==> config.mk <==
export PLATFORM = sky130hd
export DESIGN_NAME = key_hold_repeat_events_core
export DESIGN_NICKNAME = d
export VERILOG_FILES = /design/src/rtl/core/khr_pkg.sv /design/src/rtl/core/khr_lane.sv /design/src/rtl/core/khr_merge.sv /design/src/rtl/core/key_hold_repeat_events_core.sv
export SDC_FILE = /design/constraint.sdc
export NUM_CORES = 1
export LEC_CHECK = 0
export BUFFER_PORTS_ARGS = -buffer_cell sky130_fd_sc_hd__buf_2
export CORE_ASPECT_RATIO = 1.25
export CORE_UTILIZATION = 60
export CTS_CLUSTER_DIAMETER = 150
export CTS_CLUSTER_SIZE = 14
export DETAILED_ROUTE_END_ITERATION = 6
export PLACE_DENSITY = 0.77
export REMOVE_ABC_BUFFERS = 1
export SLEW_MARGIN = 15
export SYNTH_ARGS = -nofsm -noshare
export SYNTH_HDL_FRONTEND = slang
export SYNTH_SLANG_ARGS = --single-unit
export TNS_END_PERCENT = 30
==> constraint.sdc <==
create_clock -name i_clk -period 12.3 [get_ports i_clk]
set_input_delay 1.23 -clock i_clk [delete_from_list [all_inputs] [get_ports i_clk]]
set_output_delay 1.23 -clock i_clk [all_outputs]
set_load 0.05 [all_outputs]
==> src/rtl/core/khr_pkg.sv <==
// Package for the key hold/repeat event block: request and event types,
// event codes, register indexes and event buffer sizes.
// No dependencies; used by every module in rtl/core.
package khr_pkg;

    // Event codes carried in each output request.
    typedef enum logic [1:0] {
        EV_PRESS  = 2'd0,
        EV_SHORT  = 2'd1,
        EV_HOLD   = 2'd2,
        EV_REPEAT = 2'd3
    } t_event_code;

    // Configuration register indexes.
    localparam logic REG_REPEAT_SPEED = 1'b0;
    localparam logic REG_HOLD_TIME    = 1'b1;

    localparam logic [7:0] HOLD_TIME_RESET    = 8'd25;
    localparam logic [7:0] REPEAT_SPEED_RESET = 8'd0;

    // Number of keys, events one key can raise per scan, and buffer sizing.
    localparam int NUM_KEYS       = 2;
    localparam int LANE_MAX_EV    = 2;
    localparam int SCAN_MAX_EV    = NUM_KEYS * LANE_MAX_EV;
    localparam int EVQ_DEPTH      = 8;
    localparam int EVQ_PTR_W      = $clog2(EVQ_DEPTH);
    localparam int EVQ_CNT_W      = $clog2(EVQ_DEPTH + 1);

    // One scan sample of both keys (active low levels).
    typedef struct packed {
        logic up_level;
        logic down_level;
    } t_in_item;

    // One event request.
    typedef struct packed {
        t_event_code event_code;
        logic        key_index;
        logic        last_event;
    } t_out_item;

    // Configuration as seen by each key lane. The load value is the repeat
    // speed being written in this cycle.
    typedef struct packed {
        logic [7:0] repeat_speed;
        logic [7:0] hold_time;
        logic       load_repeat;
        logic [7:0] load_value;
    } t_lane_cfg;

    // Events found by one key lane for one scan, in order.
    typedef struct packed {
        logic [1:0]                        cnt;
        t_event_code [LANE_MAX_EV-1:0]     codes;
    } t_lane_ev;

endpackage

==> src/rtl/core/khr_lane.sv <==
// One key lane: hold and repeat countdowns of a single key and the
// events that one scan sample of that key raises. Depends on khr_pkg.
module khr_lane (
    input  logic              i_clk,
    input  logic              i_rst_n,
    input  logic              i_accept,
    input  logic              i_released,
    input  khr_pkg::t_lane_cfg i_cfg,
    output khr_pkg::t_lane_ev  o_ev
);
    import khr_pkg::*;

    logic [7:0] r_hold;
    logic [7:0] n_hold;
    logic [7:0] r_repeat;
    logic [7:0] n_repeat;

    logic [7:0] hold_m1;
    logic       rep_on;
    logic       ev_short;
    logic       ev_press;
    logic       ev_hold;
    logic       ev_rep_hold;
    logic       ev_rep_cycle;

    assign hold_m1 = i_cfg.hold_time - 8'd1;
    assign rep_on  = (i_cfg.repeat_speed != 8'd0);

    // Decide the events of this sample and the next countdown values.
    always_comb begin
        ev_short     = 1'b0;
        ev_press     = 1'b0;
        ev_hold      = 1'b0;
        ev_rep_hold  = 1'b0;
        ev_rep_cycle = 1'b0;
        n_hold       = r_hold;
        n_repeat     = r_repeat;
        if (i_released) begin
            ev_short = (r_hold != i_cfg.hold_time) && (r_hold != 8'd0);
            n_hold   = i_cfg.hold_time;
            n_repeat = i_cfg.repeat_speed;
        end else begin
            ev_press    = (r_hold == hold_m1);
            ev_hold     = !ev_press && (r_hold == 8'd1);
            ev_rep_hold = ev_hold && rep_on;
            if (r_hold != 8'd0) begin
                n_hold = r_hold - 8'd1;
            end else if (rep_on) begin
                if (r_repeat == 8'd0) begin
                    ev_rep_cycle = 1'b1;
                    n_repeat     = i_cfg.repeat_speed;
                end else begin
                    n_repeat = r_repeat - 8'd1;
                end
            end
        end
    end

    // Pack the events in the order they occur.
    always_comb begin
        logic [1:0] n;
        n = 2'd0;
        o_ev.codes = {LANE_MAX_EV{EV_PRESS}};
        if (ev_short) begin
            o_ev.codes[n[0]] = EV_SHORT;
            n = n + 2'd1;
        end
        if (ev_press) begin
            o_ev.codes[n[0]] = EV_PRESS;
            n = n + 2'd1;
        end
        if (ev_rep_hold) begin
            o_ev.codes[n[0]] = EV_REPEAT;
            n = n + 2'd1;
        end
        if (ev_hold) begin
            o_ev.codes[n[0]] = EV_HOLD;
            n = n + 2'd1;
        end
        if (ev_rep_cycle) begin
            o_ev.codes[n[0]] = EV_REPEAT;
            n = n + 2'd1;
        end
        o_ev.cnt = n;
    end

    // Countdown registers; a repeat speed write loads the new speed into the
    // repeat count when no scan is accepted in that cycle.
    always_ff @(posedge i_clk) begin
        if (!i_rst_n) begin
            r_hold   <= 8'd0;
            r_repeat <= 8'd0;
        end else if (i_accept) begin
            r_hold   <= n_hold;
            r_repeat <= n_repeat;
        end else if (i_cfg.load_repeat) begin
            r_repeat <= i_cfg.load_value;
        end
    end

endmodule

==> src/rtl/core/khr_merge.sv <==
// Merge stage: orders the events of both key lanes, marks the last one of
// the scan and queues them for the output channel. Depends on khr_pkg.
module khr_merge (
    input  logic                                i_clk,
    input  logic                                i_rst_n,
    input  logic                                i_push,
    input  khr_pkg::t_lane_ev [khr_pkg::NUM_KEYS-1:0] i_lane_ev,
    output logic                                o_room,
    output logic                                o_valid,
    input  logic                                i_ready,
    output khr_pkg::t_out_item                  o_item
);
    import khr_pkg::*;

    t_out_item               r_mem [EVQ_DEPTH];
    logic [EVQ_PTR_W-1:0]    r_wr_ptr;
    logic [EVQ_PTR_W-1:0]    r_rd_ptr;
    logic [EVQ_CNT_W-1:0]    r_count;
    logic [EVQ_CNT_W-1:0]    n_count;

    logic [2:0]              total;
    logic                    pop;
    t_out_item [SCAN_MAX_EV-1:0] slot;

    assign total = {1'b0, i_lane_ev[0].cnt} + {1'b0, i_lane_ev[1].cnt};

    // Place up key events first, then down key events.
    always_comb begin
        logic [1:0] kk;
        logic [1:0] idx;
        for (int k = 0; k < SCAN_MAX_EV; k++) begin
            kk  = 2'(k);
            idx = kk - i_lane_ev[0].cnt;
            if (kk < i_lane_ev[0].cnt) begin
                slot[k].event_code = i_lane_ev[0].codes[kk[0]];
                slot[k].key_index  = 1'b0;
            end else begin
                slot[k].event_code = i_lane_ev[1].codes[idx[0]];
                slot[k].key_index  = 1'b1;
            end
            slot[k].last_event = ({1'b0, kk} == (total - 3'd1));
        end
    end

    assign o_room  = (r_count <= EVQ_CNT_W'(EVQ_DEPTH - SCAN_MAX_EV));
    assign o_valid = (r_count != '0);
    assign o_item  = r_mem[r_rd_ptr];
    assign pop     = o_valid && i_ready;

    always_comb begin
        n_count = r_count;
        if (i_push) begin
            n_count = n_count + EVQ_CNT_W'(total);
        end
        if (pop) begin
            n_count = n_count - EVQ_CNT_W'(1);
        end
    end

    // Event queue storage.
    always_ff @(posedge i_clk) begin
        if (i_push) begin
            for (int k = 0; k < SCAN_MAX_EV; k++) begin
                if (3'(k) < total) begin
                    r_mem[r_wr_ptr + EVQ_PTR_W'(k)] <= slot[k];
                end
            end
        end
    end

    // Queue pointers and fill count.
    always_ff @(posedge i_clk) begin
        if (!i_rst_n) begin
            r_wr_ptr <= '0;
            r_rd_ptr <= '0;
            r_count  <= '0;
        end else begin
            if (i_push) begin
                r_wr_ptr <= r_wr_ptr + EVQ_PTR_W'(total);
            end
            if (pop) begin
                r_rd_ptr <= r_rd_ptr + EVQ_PTR_W'(1);
            end
            r_count <= n_count;
        end
    end

endmodule

==> src/rtl/core/key_hold_repeat_events_core.sv <==
// Key hold/repeat event generator for two active-low keys.
//
// Input channel: one request per scan sample (up and down key levels,
// 1 released, 0 pressed), taken on i_in_valid and o_in_ready.
// Output channel: one event request per handshake on o_out_valid and
// i_out_ready; a scan raises zero to four events, up key first, and the
// last event of a scan carries last_event set. A scan with no events
// produces no output request.
// Events of a scan enter the registered event queue when it is accepted.
// Throughput: a scan is accepted every cycle while the eight-entry event
// queue has room for four events; events drain at one per cycle while
// i_out_ready is high.
// Configuration: i_cfg_we writes register i_cfg_index (0 repeat speed,
// 1 hold time) with i_cfg_data at once; writing the repeat speed reloads
// both repeat counters unless a scan is accepted in that cycle. Write only while idle.
// Reset: both countdowns clear, repeat speed 0, hold time 25, queue empty.
// When the receiver stalls, queued events wait and o_in_ready drops once
// fewer than four entries are free.
// Depends on khr_pkg, khr_lane and khr_merge.
module key_hold_repeat_events_core (
    input  logic              i_clk,
    input  logic              i_rst_n,
    input  logic              i_in_valid,
    output logic              o_in_ready,
    input  khr_pkg::t_in_item  i_in_item,
    output logic              o_out_valid,
    input  logic              i_out_ready,
    output khr_pkg::t_out_item o_out_item,
    input  logic              i_cfg_we,
    input  logic              i_cfg_index,
    input  logic [7:0]        i_cfg_data
);
    import khr_pkg::*;

    logic [7:0] r_repeat_speed;
    logic [7:0] r_hold_time;

    logic                          accept;
    t_lane_cfg                     lane_cfg;
    t_lane_ev [NUM_KEYS-1:0]       lane_ev;
    logic [NUM_KEYS-1:0]           released;

    assign accept   = i_in_valid && o_in_ready;
    assign released = {i_in_item.down_level, i_in_item.up_level};

    assign lane_cfg.repeat_speed = r_repeat_speed;
    assign lane_cfg.hold_time    = r_hold_time;
    assign lane_cfg.load_repeat  = i_cfg_we && (i_cfg_index == REG_REPEAT_SPEED);
    assign lane_cfg.load_value   = i_cfg_data;

    // Configuration registers.
    always_ff @(posedge i_clk) begin
        if (!i_rst_n) begin
            r_repeat_speed <= REPEAT_SPEED_RESET;
            r_hold_time    <= HOLD_TIME_RESET;
        end else if (i_cfg_we) begin
            if (i_cfg_index == REG_REPEAT_SPEED) begin
                r_repeat_speed <= i_cfg_data;
            end else begin
                r_hold_time <= i_cfg_data;
            end
        end
    end

    // One lane per key.
    for (genvar g = 0; g < NUM_KEYS; g++) begin : g_lane
        khr_lane u_lane (
            .i_clk      (i_clk),
            .i_rst_n    (i_rst_n),
            .i_accept   (accept),
            .i_released (released[g]),
            .i_cfg      (lane_cfg),
            .o_ev       (lane_ev[g])
        );
    end

    // Merge lane events into the output queue.
    khr_merge u_merge (
        .i_clk     (i_clk),
        .i_rst_n   (i_rst_n),
        .i_push    (accept),
        .i_lane_ev (lane_ev),
        .o_room    (o_in_ready),
        .o_valid   (o_out_valid),
        .i_ready   (i_out_ready),
        .o_item    (o_out_item)
    );

endmodule
Word level (Yosys, flattened, before mapping)
Memory sizes are Yosys's and may differ from the RTL's. A register that Yosys moved wholly into a read port is not among the register bits. Index checks and enable logic that the tools add are counted.

Flip-flop bits (word level): 58. RAM bits: 32. Input port bits: 16. Output and inout port bits: 6. Logic and storage cells: 221. Memories: 1.

Memories: u_merge.r_mem (depth 8, width 4, rd ports 1, clocked after memory_dff 1, write ports 4, RTL line khr_merge.sv:15) `t_out_item r_mem [EVQ_DEPTH];`.

$add $sub $neg: 26. Magnitude comparators: 29. Equality and inequality tests: 13. Muxes and demuxes: 93. Bitwise operators: 15. Reduce and logical (&&, ||, !) cells: 35.

Operators by type and width (number): $mux W8 (15); $mux W2 (24); $mux W4 (10); $sub A8 B1 Y8 const B (5); $mux W1 (30); $lt A1 B2 Y1 const B (12); $reduce_bool A8 Y1 (3); $mux W3 (6); $logic_and A1 B1 Y1 (17); $demux W2 S1 (8); $eq A8 B1 Y1 const B (2); $eq A8 B8 Y1 (2); $logic_not A8 Y1 (2); $ne A8 B8 Y1 (2); $or A4 B4 Y4 (4); $add A2 B1 Y2 const B (6); $and A1 B4 Y4 (2); $ge A1 B1 Y1 const B (8); $not A4 Y4 (2); $reduce_and A2 Y1 (4); $add A3 B1 Y3 const B (2); $add A3 B2 Y3 const B (2); $eq A2 B3 Y1 const A (2); $lt A1 B3 Y1 const A (2); 23 further kinds (39).

Logic depth before layout (Yosys ltp)
Gate-level depths: netlist (run 1).

Depth after elaboration: 20. Mapped depth: 26. Depth with buffers taken out: 24.

By module
From an unflattened synthesis (run 1), not the netlist that was laid out.

Cells, all modules: 906. Area, all modules: 7588.5 um2.

By module, submodules not included: khr_merge (instances 1, cells an instance 369, area an instance 3535.9 um2, sequential area each 1141.1 um2); khr_lane at g_lane[1].u_lane (instances 1, cells an instance 240, area an instance 1744.2 um2, sequential area each 320.3 um2); khr_lane at g_lane[0].u_lane (instances 1, cells an instance 231, area an instance 1680.4 um2, sequential area each 320.3 um2); key_hold_repeat_events_core (instances 1, cells an instance 66, area an instance 628.1 um2, sequential area each 320.3 um2).

Worst setup path before layout (run 1)
Ideal clock, no wire load.

Path kind: input-to-reg. Start point: in i_in_item[0] in the netlist's numbering. End point: reg u_merge.r_count[1]. Library setup time: 0.059 ns. Arrival time: 5.899 ns. Data required time: 12.241 ns. Setup slack: 6.342 ns. Stages on the path: 21. Path buffers: 4. Cells stage by stage: clkbuf_1 clkbuf_1 clkbuf_1 nor2_1 ha_1 inv_1 ha_1 inv_1 nand3_1 nand2_1 xnor2_1 ha_1 fa_1 clkbuf_1 inv_1 fa_1 nor2_1 a21oi_1 ha_1 mux2i_1 and2_1.

Longest elaborated chain between the ends: 15. Elaborated cells between the ends (all ways): 19. Those cells by class: add/sub (7); mux (12).

Ends and longest elaborated chain: from (decl) (RTL line key_hold_repeat_events_core.sv:25) `input khr_pkg::t_in_item i_in_item,`; $mux W1 (RTL line khr_lane.sv:38) `if (i_released) begin`; $mux W1 (RTL line khr_lane.sv:64) `if (ev_short) begin`; $add A1 B1 Y2 (RTL line khr_lane.sv:70) `n = n + 2'd1;`; $mux W2 (RTL line khr_lane.sv:68) `if (ev_press) begin`; $add A2 B1 Y2 (RTL line khr_lane.sv:74) `n = n + 2'd1;`; $mux W2 (RTL line khr_lane.sv:72) `if (ev_rep_hold) begin`; $add A2 B1 Y2 (RTL line khr_lane.sv:78) `n = n + 2'd1;`; $mux W2 (RTL line khr_lane.sv:76) `if (ev_hold) begin`; $add A2 B1 Y2 (RTL line khr_lane.sv:82) `n = n + 2'd1;`; $mux W2 (*) (RTL line khr_lane.sv:80) `if (ev_rep_cycle) begin`; $add A2 B2 Y3 (*) (RTL line khr_merge.sv:25) `assign total = {1'b0, i_lane_ev[0].cnt} + {1'b0, i_lane_ev[1].cnt};`; $add A4 B3 Y4 (*) (RTL line khr_merge.sv:53) `n_count = n_count + EVQ_CNT_W'(total);`; $mux W4 (*) (RTL line khr_merge.sv:52) `if (i_push) begin`; $sub A4 B1 Y4 (RTL line khr_merge.sv:56) `n_count = n_count - EVQ_CNT_W'(1);`; $mux W4 (*) (RTL line khr_merge.sv:55) `if (pop) begin`; to (signal assigned) (RTL line khr_merge.sv:84) `r_count <= n_count;`; to (decl) (RTL line khr_merge.sv:18) `logic [EVQ_CNT_W-1:0] r_count;`.

Every way passes the cells marked *; elsewhere a longest branch is shown, timed or not. A chain may end at the register's enable or synchronous reset.

==> results.sh, run 1 <==
export IMPL_post_synth_top_area_cell="sky130_fd_sc_hd__dfxtp_1"
export IMPL_synthFlopType="sky130_fd_sc_hd__dfxtp_1"
export IMPL_num_antenna_cells=0
export IMPL_p_leak_nw=2.70
export IMPL_detailedPlace_worstSlack_ns=5.52
export IMPL_maximum_buffer_depth_of_the_clock_tree=2
export IMPL_routed_via_density=6.84
export IMPL_synth_distinct_cells=79
export IMPL_globalRoute_totalOverflow=0
export IMPL_biggest_area_contributors_in_the_synthesized_netlist="sky130_fd_sc_hd__dfxtp_1 19%, sky130_fd_sc_hd__edfxtp_1 10%, sky130_fd_sc_hd__nand2_1 5.6%"
export IMPL_final_hold_violation_count=0
export IMPL_numCtsBuffers=9
export IMPL_die_area_mm2=0.0123
export IMPL_pin_slew_with_the_least_headroom_to_its_limit_ns=1.16
export IMPL_worst_setup_hold_path_clk_slew_ns=0.08
export IMPL_finalSetupTns_ns=0
export IMPL_worstSetupStartpointType="flip-flop"
export IMPL_syn_instance_count=894
export IMPL_run_status="completed"
export IMPL_synth_seq_area_share_pct=29.6
export IMPL_p_total_w=0.00186
export IMPL_async_flop_share_pct=0
export IMPL_cts_repair_resized=0
export IMPL_crit_arrival_ns=6.84
export IMPL_dieHeight_um=124
export IMPL_clkLatencyLatePin_ns=0.35
export IMPL_nets=919
export IMPL_worstPathMaxFanout=19
export IMPL_timing_fmax_mhz=148
export IMPL_synth_seq_cells=93
export IMPL_grt_setup_unrepaired="no"
export IMPL_postLayoutSetupSlackWorst_ns=5.55
export IMPL_cts_tree="done"
export IMPL_fp_coreArea_mm2=0.0116
export IMPL_postCtsHoldBufs=0
export IMPL_timing_worst_setup_path_type="reg2reg"
export IMPL_dr_first_iter_drc_count=393
export IMPL_post_cts_repair_setup_buffers=0
export IMPL_period_minus_slack_ns=6.75
export IMPL_post_synthesis_area_per_instance_um2=7.93
export IMPL_syn_area_mm2=0.00709
export IMPL_core_rowCount=44
export IMPL_slew_viol_final=0
export IMPL_grt_pass1_wl_um=32800
export IMPL_clock_root_buffer="sky130_fd_sc_hd__clkbuf_16"
export IMPL_drt_first_pass_iters=5
export IMPL_fraction_of_layout_instances_using_a_drive_strength_above_1_pct=10.1
export IMPL_timing_critical_path_required_ns=12.39
export IMPL_irDropWorstVdd_uv=101
export IMPL_cts_max_level=3
export IMPL_finalCritPeriodShare_pct=54.9
export IMPL_via_count_of_the_first_global_routing_pass=6478
export IMPL_timing_max_cap_violations=0
export IMPL_gp_congestion=1.00
export IMPL_placement_io_buffers=21
export IMPL_netlist_area_leader_share_pct=19.5
export IMPL_power_density_mw_per_mm2=249
export IMPL_remaining_drc_errors=0
export IMPL_hold_class="reg2reg"
export IMPL_max_slew_margin_rel_pct=20.7
export IMPL_clkSinkCount=93
export IMPL_routed_wire_length_per_instance_um=20.8
export IMPL_ys_warnings_count=0
export IMPL_ios=22
export IMPL_grt_max_degree=37
export IMPL_antenna_left=0
export IMPL_worst_r2r_path_depth=21
export IMPL_synth_commonest_cells="105 x sky130_fd_sc_hd__nand2_1, 93 x sky130_fd_sc_hd__nor2_1, 77 x sky130_fd_sc_hd__a21oi_1"
export IMPL_die_width_um=99.2
export IMPL_initial_core_util_pct=61.3
export IMPL_layout_area_overhead_vs_synth_pct=5.19
export IMPL_setup_viol=0
export IMPL_final_setup_skew_ns=0.00681
export IMPL_antenna_found_initial=0
export IMPL_synthMostInstantiatedCell="sky130_fd_sc_hd__nand2_1"
export IMPL_critPathCaptureType="flip-flop"
export IMPL_grt_use_total_pct=34.6
export IMPL_post_dp_hpwl_um=15400
export IMPL_routed_via_count=6961
export IMPL_drt_total_wl_um=21200
export IMPL_synth_edff_count=24
export IMPL_depth_of_the_worst_hold_timing_path=2
==> cell families (layout without fill, tap and decap cells) <==
logic type | Yosys count | count (layout) | share of synthesized area, %
AOI/OAI and AO/OA | 254 | 254 | 23.9
xor gates and xnor gates | 47 | 47 | 5.80
muxes | 25 | 25 | 5.20
buffers and inverters | 86 | 72 | 4.85
and+or+nand+nor | 360 | 360 | 25.2
DFF | 93 | 93 | 29.6
adders and majority gates | 29 | 29 | 5.40
==> worst paths after layout <==
check	from	endpoint	slack (ns)
worst min register to register	r_repeat_speed[2]$_SDFFE_PN0P_	r_repeat_speed[2]$_SDFFE_PN0P_	0.50
worst max register to register	r_hold_time[0]$_SDFFE_PN1P_	u_merge.r_mem[7][2]$_DFFE_PP_	5.55
worst min-delay path	r_repeat_speed[2]$_SDFFE_PN0P_	r_repeat_speed[2]$_SDFFE_PN0P_	0.50
worst max-delay path	r_hold_time[0]$_SDFFE_PN1P_	u_merge.r_mem[7][2]$_DFFE_PP_	5.55
==> layout by cell type (no fill, tap or decap), types with 24 or more instances in the layout <==
| cell | n |
|---|---|
| sky130_fd_sc_hd__nor2_1 | 93 |
| sky130_fd_sc_hd__dfxtp_1 | 69 |
| sky130_fd_sc_hd__edfxtp_1 | 24 |
| sky130_fd_sc_hd__ha_1 | 25 |
| sky130_fd_sc_hd__nand2_1 | 105 |
| sky130_fd_sc_hd__xnor2_1 | 27 |
| sky130_fd_sc_hd__a21oi_1 | 77 |
| sky130_fd_sc_hd__inv_1 | 28 |
| sky130_fd_sc_hd__nand3_1 | 36 |
| sky130_fd_sc_hd__a31oi_1 | 29 |
| sky130_fd_sc_hd__nor3_1 | 30 |
| sky130_fd_sc_hd__o21ai_0 | 41 |
==> sequential cells by signal, indices dropped and copies added (netlist names), named ones only <==
name,count
u_merge.r_wr_ptr,3
u_merge.r_mem,32
g_lane.u_lane.r_hold,16
u_merge.r_rd_ptr,3
g_lane.u_lane.r_repeat,16
r_hold_time,8
r_repeat_speed,8
u_merge.r_count,4
==> metal layers <==
| layer | global-route usage (%) | vias up | share of wire [%] |
|---|---|---|---|
| li1 | - | 3276 | - |
| met5 | 0 | - | 0 |
| met3 | 4.58 | 70 | 6.1 |
| met4 | 22.9 | 0 | 5.7 |
| met2 | 61.8 | 318 | 50 |
| met1 | 38.6 | 3297 | 38 |
==> worst max-delay path: stages, from the launching register on <==
cell                       delay (ns)
sky130_fd_sc_hd__dfxtp_1         0.56
sky130_fd_sc_hd__inv_1           0.16
sky130_fd_sc_hd__ha_1            0.29
sky130_fd_sc_hd__nand2b_1        0.18
sky130_fd_sc_hd__o211a_1         0.16
sky130_fd_sc_hd__o31ai_1         0.29
sky130_fd_sc_hd__nand4_1         0.22
sky130_fd_sc_hd__o21ai_0         0.30
sky130_fd_sc_hd__ha_1            0.35
sky130_fd_sc_hd__inv_1           0.21
sky130_fd_sc_hd__xnor2_1         0.12
sky130_fd_sc_hd__or3_4           0.36
sky130_fd_sc_hd__and2_1          0.16
sky130_fd_sc_hd__buf_4           0.20
sky130_fd_sc_hd__ha_1            0.23
sky130_fd_sc_hd__fa_1            0.96
sky130_fd_sc_hd__a21oi_1         0.24
sky130_fd_sc_hd__nand3b_1        0.32
sky130_fd_sc_hd__nor3_1          0.62
sky130_fd_sc_hd__nor2_1          0.23
sky130_fd_sc_hd__a32oi_1         0.21
sky130_fd_sc_hd__a31oi_1         0.10
==> where the power goes <==
group	internal, W	switching, W
sequential	0.000411	0.0000856
clock	0.000142	0.000140
combinational	0.000384	0.000697
total	0.000938	0.000923
==> final cells by class <==
| type | count | area [um2] |
|---|---|---|
| multi-input cells | 715 | 4650 |
| fillers | 1044 | 4100 |
| flip-flops and latches | 93 | 2100 |
| clock buffers | 9 | 225 |
| well taps | 138 | 173 |
| repair buffers | 25 | 135 |
| inverters | 31 | 116 |
| clock inverters | 7 | 62.6 |
==> through the flow <==
step / utilization (%) / cells / area [um2] / hold WS, ns
floorplan: - / 839 / 6860 / 0.462
global placement: 62.0 / 1002 / 7170 / 0.484
detailed placement: 62.0 / 1002 / 7170 / 0.489
CTS: 64.5 / 1018 / 7460 / 0.501
global route: 64.5 / 1018 / 7460 / 0.529
finish: 64.5 / 1018 / 7460 / 0.500
(Power assumes the default switching activity.)
==> run 2, diff against run 1 <==
ABC_AREA = 1   (was not set)
clock period = 7 ns   (was 12.3 ns; I/O delays follow)
==> run 2 against run 1 <==
Sequential power rose by 87%. Combinational power rose by 100%. Via count rose by 9.9%. Highest routed layer unchanged.
==> results.sh, run 2 <==
export IMPL_slew_viol_final=0
export IMPL_p_total_w=0.00360
export IMPL_synthFlopType="sky130_fd_sc_hd__dfxtp_1"
export IMPL_numCtsBuffers=9
export IMPL_cts_repair_resized=0
export IMPL_ys_warnings_count=0
export IMPL_grt_max_degree=46
export IMPL_dieHeight_um=127
export IMPL_pin_slew_with_the_least_headroom_to_its_limit_ns=1.01
export IMPL_critPathCaptureType="flip-flop"
export IMPL_grt_use_total_pct=35.5
export IMPL_period_minus_slack_ns=5.33
export IMPL_worstSetupStartpointType="flip-flop"
export IMPL_grt_pass1_wl_um=35800
export IMPL_biggest_area_contributors_in_the_synthesized_netlist="sky130_fd_sc_hd__dfxtp_1 18%, sky130_fd_sc_hd__nand2_1 10%, sky130_fd_sc_hd__edfxtp_1 9.5%"
export IMPL_power_density_mw_per_mm2=450
export IMPL_critical_path_endpoint="u_merge.r_mem[6][3]$_DFFE_PP_"
export IMPL_dr_first_iter_drc_count=530
export IMPL_routed_via_count=7651
export IMPL_mostFrequentLayoutCell="sky130_fd_sc_hd__nand2_1"
export IMPL_die_width_um=102
export IMPL_rrSetupSlack_ns=1.67
export IMPL_rr_endpoint="u_merge.r_mem[6][3]$_DFFE_PP_"
export IMPL_final_setup_skew_ns=0.00716
export IMPL_drt_total_wl_um=21600
export IMPL_finalSetupTns_ns=0
export IMPL_max_slew_margin_rel_pct=32.1
export IMPL_postCtsHoldBufs=0
export IMPL_async_flop_share_pct=0
export IMPL_power_share_combinational_pct=60.6
export IMPL_biggestRegsByFlops="u_merge.r_mem x32, g_lane.u_lane.r_hold x16, g_lane.u_lane.r_repeat x16"
export IMPL_worst_r2r_path_depth=30
export IMPL_placement_io_buffers=21
export IMPL_synth_seq_cells=93
export IMPL_relative_contribution_of_the_clock_network_to_total_power_pct=13.6
export IMPL_die_area_mm2=0.0130
export IMPL_max_stage_delay_ns=0.62
export IMPL_fp_coreArea_mm2=0.0122
export IMPL_synth_edff_count=24
export IMPL_drt_first_pass_iters=5
export IMPL_gp_congestion=1.08
export IMPL_filler_cell_count=1219
export IMPL_maximum_buffer_depth_of_the_clock_tree=2
export IMPL_largest_register_ff_count=32
export IMPL_regToRegStartpoint="r_hold_time[1]$_SDFFE_PN0P_"
export IMPL_worstPathMaxFanout=7
export IMPL_synth_commonest_cells="205 x sky130_fd_sc_hd__nand2_1, 192 x sky130_fd_sc_hd__nor2_1, 156 x sky130_fd_sc_hd__inv_1"
export IMPL_num_antenna_cells=0
export IMPL_cts_tree="done"
export IMPL_irDropWorstVdd_uv=209
export IMPL_cp_slowest_cell="sky130_fd_sc_hd__fa_1"
export IMPL_most_common_layout_cells="205 x sky130_fd_sc_hd__nand2_1, 192 x sky130_fd_sc_hd__nor2_1, 156 x sky130_fd_sc_hd__inv_1, 92 x sky130_fd_sc_hd__o21ai_0, 85 x sky130_fd_sc_hd__a21oi_1"
export IMPL_timing_critical_path_required_ns=7.11
export IMPL_finalCritPeriodShare_pct=76.2
export IMPL_startpoint="r_hold_time[1]$_SDFFE_PN0P_"
export IMPL_final_hold_violation_count=0
export IMPL_run_status="completed"
export IMPL_nets=1207
export IMPL_grt_setup_unrepaired="no"
export IMPL_routed_wire_length_per_instance_um=16.2
export IMPL_initial_core_util_pct=61.8
export IMPL_power_switching_share_pct=52.6
export IMPL_core_rowCount=45
export IMPL_timing_max_cap_violations=0
export IMPL_antenna_found_initial=0
export IMPL_setup_viol=0
export IMPL_routed_via_density=5.74
export IMPL_crit_arrival_ns=5.44
export IMPL_power_report_internal_total_w=0.00171
export IMPL_timing_worst_setup_path_type="reg2reg"
export IMPL_p_leak_nw=3.60
export IMPL_power_frac_seq_pct=25.7
export IMPL_via_count_of_the_first_global_routing_pass=7205
export IMPL_hold_class="reg2reg"
export IMPL_ios=22
export IMPL_remaining_drc_errors=0
export IMPL_fraction_of_layout_instances_using_a_drive_strength_above_1_pct=9.59
export IMPL_cts_max_level=3
export IMPL_clkSinkCount=93
export IMPL_worst_setup_hold_path_clk_slew_ns=0.07
export IMPL_largest_register="u_merge.r_mem"
export IMPL_post_synthesis_area_per_instance_um2=6.50
export IMPL_post_cts_repair_setup_buffers=0
export IMPL_synth_seq_area_share_pct=27.8
export IMPL_syn_area_mm2=0.00755
export IMPL_clkLatencyLatePin_ns=0.35
export IMPL_timing_critical_path_mode_cell="sky130_fd_sc_hd__nand2_1"
export IMPL_synthMostInstantiatedCell="sky130_fd_sc_hd__nand2_1"
export IMPL_post_synth_top_area_cell="sky130_fd_sc_hd__dfxtp_1"
export IMPL_total_switching_power_w=0.00189
export IMPL_layout_area_overhead_vs_synth_pct=5.93
export IMPL_netlist_area_leader_share_pct=18.3
export IMPL_timing_fmax_mhz=188
export IMPL_post_dp_hpwl_um=16000
export IMPL_syn_instance_count=1162
export IMPL_antenna_left=0
export IMPL_globalRoute_totalOverflow=0
export IMPL_synth_distinct_cells=50
export IMPL_clock_root_buffer="sky130_fd_sc_hd__clkbuf_16"
==> run 2: layer usage <==
layer | track usage, % | part of all wire [%] | vias up
met4 | 24.0 | 6.5 | 0
met3 | 7.55 | 6.1 | 100
met1 | 40.1 | 39 | 3432
li1 | - | - | 3813
met2 | 59.3 | 48 | 306
met5 | 0 | 0 | -
==> run 2: how the worst min path moves through the flow <==
stage / slack [ns] / endpoint / from / cells past startpoint
2_1_floorplan: 0.41 / flip-flop / u_merge.r_rd_ptr[2]$_SDFFE_PN0P_ / 1
3_3_place_gp: 0.44 / u_merge.r_rd_ptr[2]$_SDFFE_PN0P_ / u_merge.r_rd_ptr[2]$_SDFFE_PN0P_ / 1
3_5_place_dp: 0.43 / flip-flop / u_merge.r_rd_ptr[2]$_SDFFE_PN0P_ / 1
4_1_cts: 0.45 / u_merge.r_rd_ptr[2]$_SDFFE_PN0P_ / u_merge.r_rd_ptr[2]$_SDFFE_PN0P_ / 1
5_1_grt: 0.47 / flip-flop / u_merge.r_rd_ptr[2]$_SDFFE_PN0P_ / 1
6_report: 0.46 / u_merge.r_rd_ptr[2]$_SDFFE_PN0P_ / u_merge.r_rd_ptr[2]$_SDFFE_PN0P_ / 1
==> run 2: per-stage QoR <==
step | hold WS, ns | area (um2) | cells | worst slack, ns | utilization [%]
3_5_place_dp | 0.432 | 7710 | 1316 | 1.79 | 63.1
4_1_cts | 0.452 | 8000 | 1332 | 1.76 | 65.5
6_report | 0.455 | 8000 | 1332 | 1.67 | 65.5
3_3_place_gp | 0.441 | 7710 | 1316 | 1.94 | 63.1
2_1_floorplan | 0.412 | 7390 | 1130 | 2.25 | -
5_1_grt | 0.470 | 8000 | 1332 | 1.28 | 65.5
==> run 2: critical path: cells and delay by family (launching register included) <==
family	cells	cell delay, ns
fa+ha+maj	5	1.73
flops	1	0.47
simple gates	17	1.99
compound gates	1	0.21
xor+xnor	1	0.07
buf+inv	6	0.59
==> run 2: power groups by stage <==
stage / Sequential [W] / Combinational [W] / Clock (W)
floorplan: 0.000877 / 0.00164 / 0
global placement: 0.000925 / 0.00209 / 0
detailed placement: 0.000927 / 0.00211 / 0
CTS: 0.000916 / 0.00212 / 0.000498
global route: 0.000948 / 0.00245 / 0.000517
finish: 0.000927 / 0.00218 / 0.000491
==> run 2: kinds of logic after synthesis <==
group / share of synthesized area, %
and+or+nand+nor: 34.1
AOI/OAI and AO/OA: 18.6
DFF: 27.8
xor gates and xnor gates: 3.59
adders and majority gates: 4.94
buffers and inverters: 10.9
==> run 2: cell type report <==
| cell class | instances | area, um2 | share of cell area [%] |
|---|---|---|---|
| multi-input combinational | 862 | 4630 | 57.9 |
| sequential | 93 | 2100 | 26.3 |
| inverter | 175 | 659 | 8.24 |
| clock buffer | 11 | 254 | 3.17 |
| tap | 164 | 205 | 2.56 |
| timing repair buffer | 22 | 113 | 1.41 |
| clock inverter | 5 | 37.5 | 0.469 |
